[src/hw/rtl/hms_pkg.sv]
// Shared constants and codes for the hashed multiset table.
// No dependencies; used by hashed_multiset_table.
`timescale 1ns / 1ps
`default_nettype none

package hms_pkg;

    localparam int NUM_BUCKETS   = 16;
    localparam int BUCKET_DEPTH  = 8;
    localparam int KEY_WIDTH     = 32;
    localparam int SLOT_TOTAL    = NUM_BUCKETS * BUCKET_DEPTH;

    localparam int BUCKET_W      = $clog2(NUM_BUCKETS);
    localparam int DEPTH_W       = $clog2(BUCKET_DEPTH);
    localparam int SLOT_W        = BUCKET_W + DEPTH_W;
    localparam int KEY_IDX_W     = $clog2(KEY_WIDTH);

    localparam int CFG_W         = 5;
    localparam int OP_W          = 2;
    localparam int STATUS_W      = 2;
    localparam int OCC_W         = 4;
    localparam int TOTAL_W       = 8;

    localparam logic [CFG_W-1:0] RESET_BUCKETS = CFG_W'(10);

    typedef enum logic [OP_W-1:0] {
        OP_INSERT = 2'd0,
        OP_ERASE  = 2'd1,
        OP_COUNT  = 2'd2,
        OP_NONE   = 2'd3
    } op_t;

    typedef enum logic [STATUS_W-1:0] {
        ST_OK      = 2'd0,
        ST_MISSING = 2'd1,
        ST_FULL    = 2'd2
    } status_t;

endpackage

`default_nettype wire

[src/hw/rtl/hms_ram.sv]
// Generic single-port RAM with registered read data.
// No dependencies.
`timescale 1ns / 1ps
`default_nettype none

module hms_ram #(
    parameter int WIDTH = 32,
    parameter int DEPTH = 128
) (
    input  wire logic                     clk,
    input  wire logic                     we,
    input  wire logic [$clog2(DEPTH)-1:0] addr,
    input  wire logic [WIDTH-1:0]         wdata,
    output logic      [WIDTH-1:0]         rdata
);

    logic [WIDTH-1:0] mem [DEPTH];

    always_ff @(posedge clk)
    begin
        if (we)
        begin
            mem[addr] <= wdata;
        end
        rdata <= mem[addr];
    end

endmodule

`default_nettype wire

[src/hw/rtl/hashed_multiset_table.sv]
// Top level of the hashed multiset table: sequencer, serial modulo unit, slot walk.
// Depends on hms_pkg and hms_ram.
`timescale 1ns / 1ps
`default_nettype none

// Bounded multiset of 32-bit keys in 16 buckets of 8 slots. A request is registered,
// then the bit-serial remainder unit takes key mod the bucket count, MSB first, then
// the slot walk: insert tests the valid bit of each slot and stops at the first free
// slot; erase and count read the key RAM, then compare, for each slot (erase stops at
// the first match); last, the result is loaded. Operation 3 skips the division and the
// slot walk. The input is not ready while a request is in progress; a finished result
// waits in the output register while the next request is taken. Bucket count writes
// are ignored while the table holds any element; 0 acts as 1 and values above 16
// act as 16. Valid bits clear at reset; no sweep.
module hashed_multiset_table (
    input  wire logic                            clk,
    input  wire logic                            rst_n,

    input  wire logic                            cfg_valid,
    output logic                                 cfg_ready,
    input  wire logic [hms_pkg::CFG_W-1:0]       cfg_data,

    input  wire logic                            in_valid,
    output logic                                 in_ready,
    input  wire logic [hms_pkg::OP_W-1:0]        operation,
    input  wire logic [31:0]                     key,

    output logic                                 out_valid,
    input  wire logic                            out_ready,
    output logic      [hms_pkg::STATUS_W-1:0]    status,
    output logic      [hms_pkg::OCC_W-1:0]       occurrences,
    output logic      [hms_pkg::TOTAL_W-1:0]     total_elements
);

    typedef enum logic [2:0] {
        S_IDLE,
        S_DIV,
        S_SCAN,
        S_CMP,
        S_DONE
    } state_t;

    state_t                              state_reg;
    hms_pkg::op_t                        op_reg;
    logic [hms_pkg::KEY_WIDTH-1:0]       key_reg;
    logic [hms_pkg::KEY_IDX_W-1:0]       bit_cnt_reg;
    logic [hms_pkg::CFG_W-1:0]           rem_reg;
    logic [hms_pkg::DEPTH_W-1:0]         slot_cnt_reg;
    logic [hms_pkg::CFG_W-1:0]           buckets_used_reg;
    logic [hms_pkg::TOTAL_W-1:0]         element_total_reg;
    logic [hms_pkg::SLOT_TOTAL-1:0]      slot_valid_reg;
    hms_pkg::status_t                    res_status_reg;
    logic [hms_pkg::OCC_W-1:0]           res_occ_reg;

    logic                                out_valid_reg;
    logic [hms_pkg::STATUS_W-1:0]        status_reg;
    logic [hms_pkg::OCC_W-1:0]           occurrences_reg;
    logic [hms_pkg::TOTAL_W-1:0]         total_elements_reg;

    logic [hms_pkg::CFG_W-1:0]           divisor;
    logic [hms_pkg::CFG_W:0]             trial;
    logic [hms_pkg::CFG_W:0]             trial_sub;
    logic [hms_pkg::CFG_W-1:0]           rem_next;
    logic [hms_pkg::SLOT_W-1:0]          slot_addr;
    logic                                last_slot;
    logic                                key_match;
    logic                                ram_we;
    logic [hms_pkg::KEY_WIDTH-1:0]       ram_rdata;

    // Effective bucket count: 0 acts as 1, large values clamp
    always_comb
    begin
        priority if (buckets_used_reg == '0)
            divisor = hms_pkg::CFG_W'(1);
        else if (buckets_used_reg > hms_pkg::CFG_W'(hms_pkg::NUM_BUCKETS))
            divisor = hms_pkg::CFG_W'(hms_pkg::NUM_BUCKETS);
        else
            divisor = buckets_used_reg;
    end

    // One restoring step of key mod divisor, MSB first
    assign trial     = {rem_reg, key_reg[bit_cnt_reg]};
    assign trial_sub = trial - {1'b0, divisor};
    assign rem_next  = (trial >= {1'b0, divisor}) ? trial_sub[hms_pkg::CFG_W-1:0]
                                                  : trial[hms_pkg::CFG_W-1:0];

    assign slot_addr = {rem_reg[hms_pkg::BUCKET_W-1:0], slot_cnt_reg};
    assign last_slot = (slot_cnt_reg == hms_pkg::DEPTH_W'(hms_pkg::BUCKET_DEPTH - 1));
    assign key_match = slot_valid_reg[slot_addr] && (ram_rdata == key_reg);
    assign ram_we    = (state_reg == S_SCAN) && (op_reg == hms_pkg::OP_INSERT)
                       && !slot_valid_reg[slot_addr];

    hms_ram #(
        .WIDTH (hms_pkg::KEY_WIDTH),
        .DEPTH (hms_pkg::SLOT_TOTAL)
    ) u_key_ram (
        .clk   (clk),
        .we    (ram_we),
        .addr  (slot_addr),
        .wdata (key_reg),
        .rdata (ram_rdata)
    );

    assign cfg_ready      = 1'b1;
    assign in_ready       = (state_reg == S_IDLE);
    assign out_valid      = out_valid_reg;
    assign status         = status_reg;
    assign occurrences    = occurrences_reg;
    assign total_elements = total_elements_reg;

    always_ff @(posedge clk or negedge rst_n)
    begin
        if (!rst_n)
        begin
            state_reg          <= S_IDLE;
            op_reg             <= hms_pkg::OP_NONE;
            key_reg            <= '0;
            bit_cnt_reg        <= '0;
            rem_reg            <= '0;
            slot_cnt_reg       <= '0;
            buckets_used_reg   <= hms_pkg::RESET_BUCKETS;
            element_total_reg  <= '0;
            slot_valid_reg     <= '0;
            res_status_reg     <= hms_pkg::ST_OK;
            res_occ_reg        <= '0;
            out_valid_reg      <= 1'b0;
            status_reg         <= '0;
            occurrences_reg    <= '0;
            total_elements_reg <= '0;
        end
        else
        begin
            // S_DONE drives the output valid itself
            if (out_valid_reg && out_ready && (state_reg != S_DONE))
            begin
                out_valid_reg <= 1'b0;
            end

            if (cfg_valid && (element_total_reg == '0))
            begin
                buckets_used_reg <= cfg_data;
            end

            unique case (state_reg)
                S_IDLE:
                begin
                    if (in_valid)
                    begin
                        op_reg         <= hms_pkg::op_t'(operation);
                        key_reg        <= key;
                        bit_cnt_reg    <= hms_pkg::KEY_IDX_W'(hms_pkg::KEY_WIDTH - 1);
                        rem_reg        <= '0;
                        slot_cnt_reg   <= '0;
                        res_status_reg <= hms_pkg::ST_OK;
                        res_occ_reg    <= '0;
                        if (hms_pkg::op_t'(operation) == hms_pkg::OP_NONE)
                            state_reg <= S_DONE;
                        else
                            state_reg <= S_DIV;
                    end
                end

                S_DIV:
                begin
                    rem_reg     <= rem_next;
                    bit_cnt_reg <= bit_cnt_reg - 1'b1;
                    if (bit_cnt_reg == '0)
                    begin
                        state_reg <= S_SCAN;
                    end
                end

                // Insert resolves here from the valid bits; erase and count read the key
                S_SCAN:
                begin
                    if (op_reg == hms_pkg::OP_INSERT)
                    begin
                        if (!slot_valid_reg[slot_addr])
                        begin
                            slot_valid_reg[slot_addr] <= 1'b1;
                            element_total_reg         <= element_total_reg + 1'b1;
                            res_status_reg            <= hms_pkg::ST_OK;
                            state_reg                 <= S_DONE;
                        end
                        else if (last_slot)
                        begin
                            res_status_reg <= hms_pkg::ST_FULL;
                            state_reg      <= S_DONE;
                        end
                        else
                        begin
                            slot_cnt_reg <= slot_cnt_reg + 1'b1;
                        end
                    end
                    else
                    begin
                        state_reg <= S_CMP;
                    end
                end

                S_CMP:
                begin
                    if (op_reg == hms_pkg::OP_ERASE && key_match)
                    begin
                        slot_valid_reg[slot_addr] <= 1'b0;
                        if (element_total_reg != '0)
                            element_total_reg <= element_total_reg - 1'b1;
                        res_status_reg <= hms_pkg::ST_OK;
                        state_reg      <= S_DONE;
                    end
                    else
                    begin
                        if (op_reg == hms_pkg::OP_COUNT && key_match)
                            res_occ_reg <= res_occ_reg + 1'b1;
                        if (last_slot)
                        begin
                            if (op_reg == hms_pkg::OP_ERASE)
                                res_status_reg <= hms_pkg::ST_MISSING;
                            state_reg <= S_DONE;
                        end
                        else
                        begin
                            slot_cnt_reg <= slot_cnt_reg + 1'b1;
                            state_reg    <= S_SCAN;
                        end
                    end
                end

                // Hand the result over once the output register is free
                S_DONE:
                begin
                    if (!out_valid_reg || out_ready)
                    begin
                        out_valid_reg      <= 1'b1;
                        status_reg         <= res_status_reg;
                        occurrences_reg    <= res_occ_reg;
                        total_elements_reg <= element_total_reg;
                        state_reg          <= S_IDLE;
                    end
                end

                default:
                begin
                    state_reg <= S_IDLE;
                end
            endcase
        end
    end

endmodule

`default_nettype wire
[config.mk]
export PLATFORM = sky130hd
export DESIGN_NAME = hashed_multiset_table
export DESIGN_NICKNAME = d
export VERILOG_FILES = /design/src/hw/rtl/hms_pkg.sv /design/src/hw/rtl/hms_ram.sv /design/src/hw/rtl/hashed_multiset_table.sv
export SDC_FILE = /design/constraint.sdc
export NUM_CORES = 2
export LEC_CHECK = 0
export ABC_CLOCK_PERIOD_IN_PS = 13100
export BUFFER_PORTS_ARGS = -buffer_cell sky130_fd_sc_hd__buf_2
export CAP_MARGIN = 15
export CORE_ASPECT_RATIO = 1.4
export CORE_UTILIZATION = 40
export CTS_BUF_LIST = sky130_fd_sc_hd__clkbuf_8
export DETAILED_ROUTE_END_ITERATION = 6
export PLACE_DENSITY = 0.65
export REMOVE_ABC_BUFFERS = 1
export SKIP_LAST_GASP = 1
export SLEW_MARGIN = 20
export SYNTH_ARGS = -nofsm -noshare
export SYNTH_HDL_FRONTEND = slang
export SYNTH_SLANG_ARGS = --single-unit
[constraint.sdc]
create_clock -name clk -period 13.1 [get_ports clk]
set_input_delay 2.62 -clock clk [delete_from_list [all_inputs] [get_ports clk]]
set_output_delay 2.62 -clock clk [all_outputs]
set_load 0.005 [all_outputs]
---- Word level (Yosys, flattened, before mapping) ----
Memory sizes are Yosys's and may differ from the RTL's. A register that Yosys moved wholly into a read port is not among the register bits.
Index checks and enable logic that the tools add are counted.
Widths: inputs -> output; s select.
storage, ports and cells
  flip-flop bits (word level) ............. 212
  bits in writable memories ............... 4096
  input port bits ......................... 44
  word-level logic and storage cells ...... 140
  memories ................................ 1
cells by class
  add/sub/neg operators ................... 6
  magnitude comparators ................... 5
  equality and inequality tests ........... 24
  multiplexer cells ....................... 55
  bitwise logic cells ..................... 3
  reductions and logical operators ........ 31
memory list
  memory         words  bits a word  read ports  clocked after Yosys merged registers in  write ports  RTL line       text
  u_key_ram.mem  128    32           1           1                                        1            hms_ram.sv:17  logic [WIDTH-1:0] mem [DEPTH];
operators by type and width
  operator             count
  $mux 128             3
  $pmux 128 s2         1
  $and 128x128->128    1
  $not 128->128        1
  $or 128x128->128     1
  $mux 3               14
  $eq 32x32->1         1
  $mux 8               4
  $mux 5               5
  $pmux 5 s2           2
  $ne 2x2->1 const B   9
  $pmux 8 s2           1
  $pmux 3 s5           1
  $mux 2               7
  $mux 4               3
  $ne 3x3->1 const B   4
  $reduce_and 4->1     3
  $logic_not 5->1      2
  $reduce_and 5->1     2
  $logic_and 1x1->1    9
  $pmux 3 s3           1
  $add 8x1->8 const B  1
  $logic_not 8->1      1
  $lt 7x8->1 const B   1
  other kinds (31)     46

---- Longest topological paths before layout ----
  word-level depth ........................ 8
  mapped depth ............................ 14
  depth with buffers taken out ............ 13

---- By module ----
From an unflattened synthesis, not the netlist that was laid out.
second synthesis, totals
  cell total of the unflattened synthesis .. 9993
  area total of the unflattened synthesis .. 168600.5 um^2
by module, submodules not included
  module                 times used  cells each  area each (um^2)  seq. area each (um^2)
  hms_ram                1           8954        157257.1          123638.6
  hashed_multiset_table  1           1039        11343.4           5310.1

---- Least setup slack after synthesis ----
OpenSTA, ideal clock, no wires.
  kind .................................... register to register
  start ................................... register slot_cnt_reg[0] in the netlist's numbering
  end ..................................... memory u_key_ram.mem[104][0] (enable)
  setup time .............................. 0.423 ns
  data arrival time ....................... 3.892 ns
  required time ........................... 12.677 ns
  setup slack ............................. 8.786 ns
  stages on the path, launching flop included .. 11
  buffers on the path ..................... 7
  cells stage by stage .................... dfrtp_1 buf_4 buf_2 nor3_1 buf_2 buf_2 buf_2 buf_2 nand2_1 clkbuf_1 nor2_1
between the ends
  cells in the longest elaborated chain, start to end .. 6
RTL lines
  what                          RTL line                      text
  from (decl)                   hashed_multiset_table.sv:48   logic [hms_pkg::DEPTH_W-1:0] slot_cnt_reg;
  from (signal assigned)        hashed_multiset_table.sv:192  slot_cnt_reg <= slot_cnt_reg + 1'b1;
  from (signal assigned)        hashed_multiset_table.sv:223  slot_cnt_reg <= slot_cnt_reg + 1'b1;
  $bmux 1 s7                    hashed_multiset_table.sv:91   && !slot_valid_reg[slot_addr];
  $mux 1 (not written as such)  hashed_multiset_table.sv:91
  $logic_not 1->1               --
  $logic_and 1x1->1             hashed_multiset_table.sv:91
  $mux 1                        hms_ram.sv:21                 if (we)
  $mux 1 (not written as such)  hms_ram.sv:23                 mem[addr] <= wdata;
  to (decl)                     hms_ram.sv:17
Several ways; a longest one is shown, not always the timed one. The select of a mux whose other input is x is not followed.

==> results.ini <==
[timing]
hold_viol_final = 0
period_needed_ns = 6.37
tightest_slew_ns = 1.37
tns_ns = 0
drv_slew = 0
setup_viol = 0
max_freq_mhz = 157
slew_headroom_pct = 7.66
skew_ns = 0.120
finalCritPeriodShare_pct = 48.6
rsz0062_at_grt = false

[die]
core-area_um2 = 393000
dieArea_um2 = 398000
die_h_um = 746
rows = 272
dieWidth_um = 534
initial_utilization_pct = 40.3
io_pins = 61

[worst_setup_path]
worstPathMaxFanout = 42
critPathKind = reg2reg
cp.arrival_ns = 7.27
r2r_setup_slack_ns = 6.73
critPathTopFamily = simple AND/OR/NAND/NOR gates
critPathMaxStageDelay_ns = 1.07
crit_buf_inv = 3
r2r_cells = 11
reg2reg_from = slot_cnt_reg[0]
worstPathCellList = buf_4, mux2i_1, a22oi_1, a21oi_1, o41ai_2, buf_4, nand4_2, or4_1, nor3_4, buf_4, a2bb2oi_1
cp.required_ns = 14.00
critPathSlowestCell = or4_1
worst_setup_path_end_kind = flop
cp-start-kind = flop
cp_common_cell = buf_4

[layout]
largest_reg_flops = 4096
multiInputGateArea_um2 = 28800
layout.nets = 9057
seq_area_um2 = 129000
post-route-util_pct = 45.6
fillers = 33000
layout-area-overhead-vs-synth_pct = 13.2
drive_gt1_share_pct = 17.0

[yosys]
syn_avg_cell_area_um2 = 18.6
yosysSeqAreaShare_pct = 81.5
synth_top_area_share_pct = 77.7
synth-edff-count = 4096
ys_ff_latch = 4340
synthTopCellsByArea = edfxtp_1 78%, a22oi_1 7.5%, dfrtp_1 3.3%
async_reset_ff_share_pct = 4.88
synth_most_common_cell = edfxtp_1
ys.flop_type = edfxtp_1
synth_common_cells = 4096 x edfxtp_1, 1571 x a22oi_1, 388 x clkbuf_1
synth_area_leader_cell = edfxtp_1
syn_area_um2 = 158000
ys_types = 64
yosysWarnings = 0
synthCells = 8523

[global_route]
use_met1_pct = 31.0
grt_max_degree = 107
grt_pass1_vias = 91000
antenna_found_initial = 65
grt.busiest_layer = met2
grtUsageTotal_pct = 26.6
met2_usage_pct = 40.6
grt_pass1_wl_um = 739000
grt_overflow = 0
grt_use_met3_pct = 7.09

[placement]
numPortBuffers = 59
gp_congestion = 1.04
hpwl_um = 318000

[cts]
htree_levels = 6
cts_hold_buf = 0
postCtsSetupBuffers = 0
cts_root_buffer = clkbuf_8
numClockSinks = 4340
insertion_delay_ns = 1.13
cts_tree = built
cts_max_path_buffers = 4
clk_pin_slew_ns = 0.07
cts_resized = 0
numCtsBuffers = 585

[hold_path]
holdPathEnd = occurrences[1]
hold-path-cell-count = 2
hold_path.startpoint = occurrences[1]
hp-class = reg2reg

[power_and_ir_drop]
power.static_leakage_nw = 54.8
power.density_nw_per_um2 = 216
vdd_ir_drop_max_mv = 0.397

[route]
dr_total_vias = 95800
dr.first_iter.drc_count = 15600
route.detailed.drc = 8
final_antenna_net_count = 0
avgViaCountPerCell = 6.49
drt-total-wl_um = 544000
post_drt_wl_per_cell_um = 36.9
first_pass_iters = 7

[run_status]
violations = design-rule violations
outcome = complete, but fails checks

[flow_run]
drv_cap = 0

-- layout make-up --
| class | instances | share of cell area [%] |
|---|---|---|
| Timing Repair Buffer | 471 | 2.07 |
| Multi-Input combinational cell | 3582 | 16.1 |
| Tap cell | 5206 | 3.64 |
| Inverter | 15 | 0.0314 |
| Antenna cell | 101 | 0.141 |
| Clock buffer | 623 | 4.79 |
| Clock inverter | 422 | 1.21 |
| Sequential cell | 4340 | 72.1 |
-- stage by stage --
| stage | hold slack [ns] | total power [mW] | cell area [um^2] | worst slack [ns] | instances |
|---|---|---|---|---|---|
| floorplan | 0.470 | 23.5 | 156000 | -27.04 | 7937 |
| global placement | 0.467 | 28.5 | 168000 | 6.75 | 13600 |
| finish | 0.484 | 38.7 | 179000 | 6.73 | 14800 |
| global route | 0.519 | 39.3 | 179000 | 6.86 | 14700 |
| CTS | 0.490 | 38.2 | 179000 | 7.13 | 14700 |
| detailed placement | 0.474 | 28.7 | 168000 | 7.19 | 13600 |
-- cells in the final DEF (no fill, tap or decap), types with 13 or more instances in the layout --
cell and count:
buf_12 16, nor2_1 39, dfrtp_1 172, clkbuf_8 623
inv_1 185, nand3_1 28, nor4_2 27, nor3_1 13
a41oi_2 25, clkinv_2 75, nand2_1 55, a21oi_1 50
mux4_2 14, o21ai_0 63, clkinv_1 134, nor2_4 129
nor4_1 41, o211ai_1 33, buf_4 382, a22oi_1 1571
a2bb2oi_1 128, a221oi_1 260, nand4_1 160, a41oi_1 145
mux2i_1 70, a22o_1 261, dfxtp_1 32, a31oi_1 157
a31oi_2 42, or4_1 16, mux2_2 52, xnor2_1 43
dfrtp_4 35, buf_2 58, ha_1 16, edfxtp_1 4096
nand2_2 19, diode_2 101
-- layer usage --
layer  vias to the layer above  share of wire (%)
met3                      1737                 12
met2                      7816                 45
met1                     48800                 33
met5                         -              0.042
met4                        34                 10
li1                      37400                  -
-- tightest hold or removal path, delay by kind of cell (launching register included) --
| kind | cells | cell delay, ns |
|---|---|---|
| AND/OR/NAND/NOR | 1 | 0.04 |
| flip-flops | 1 | 0.34 |
| AO/OA/AOI/OAI | 1 | 0.06 |
-- cells by family after synthesis --
family                   share of synthesized area (%)
AO/OA/AOI/OAI                                     13.5
XOR/XNOR                                         0.249
adder cells (fa/ha/maj)                          0.152
buffers and inverters                             1.51
flip-flops                                        81.5
multiplexers                                      1.05
other                                          0.00237
AND/OR/NAND/NOR                                   2.00
-- power breakdown --
group	switching, mW	leakage [nW]	internal [mW]
combinational	8.01	8.71	2.51
clock	5.06	6.17	4.66
sequential	1.03	39.9	17.4
-- how the worst max path moves through the flow --
stage | from | slack (ns) | endpoint | cells past startpoint
floorplan | slot_cnt_reg[0] | -27.04 | u_key_ram.mem[73][0] | 3
global placement | slot_cnt_reg[0] | 6.75 | u_key_ram.rdata[4] | 11
detailed placement | slot_cnt_reg[0] | 7.19 | flop | 11
CTS | slot_cnt_reg[0] | 7.13 | flop | 11
global route | slot_cnt_reg[0] | 6.86 | u_key_ram.mem[35][7] | 12
finish | slot_cnt_reg[0] | 6.73 | flop | 11
Power figures use the tool's default switching activity.
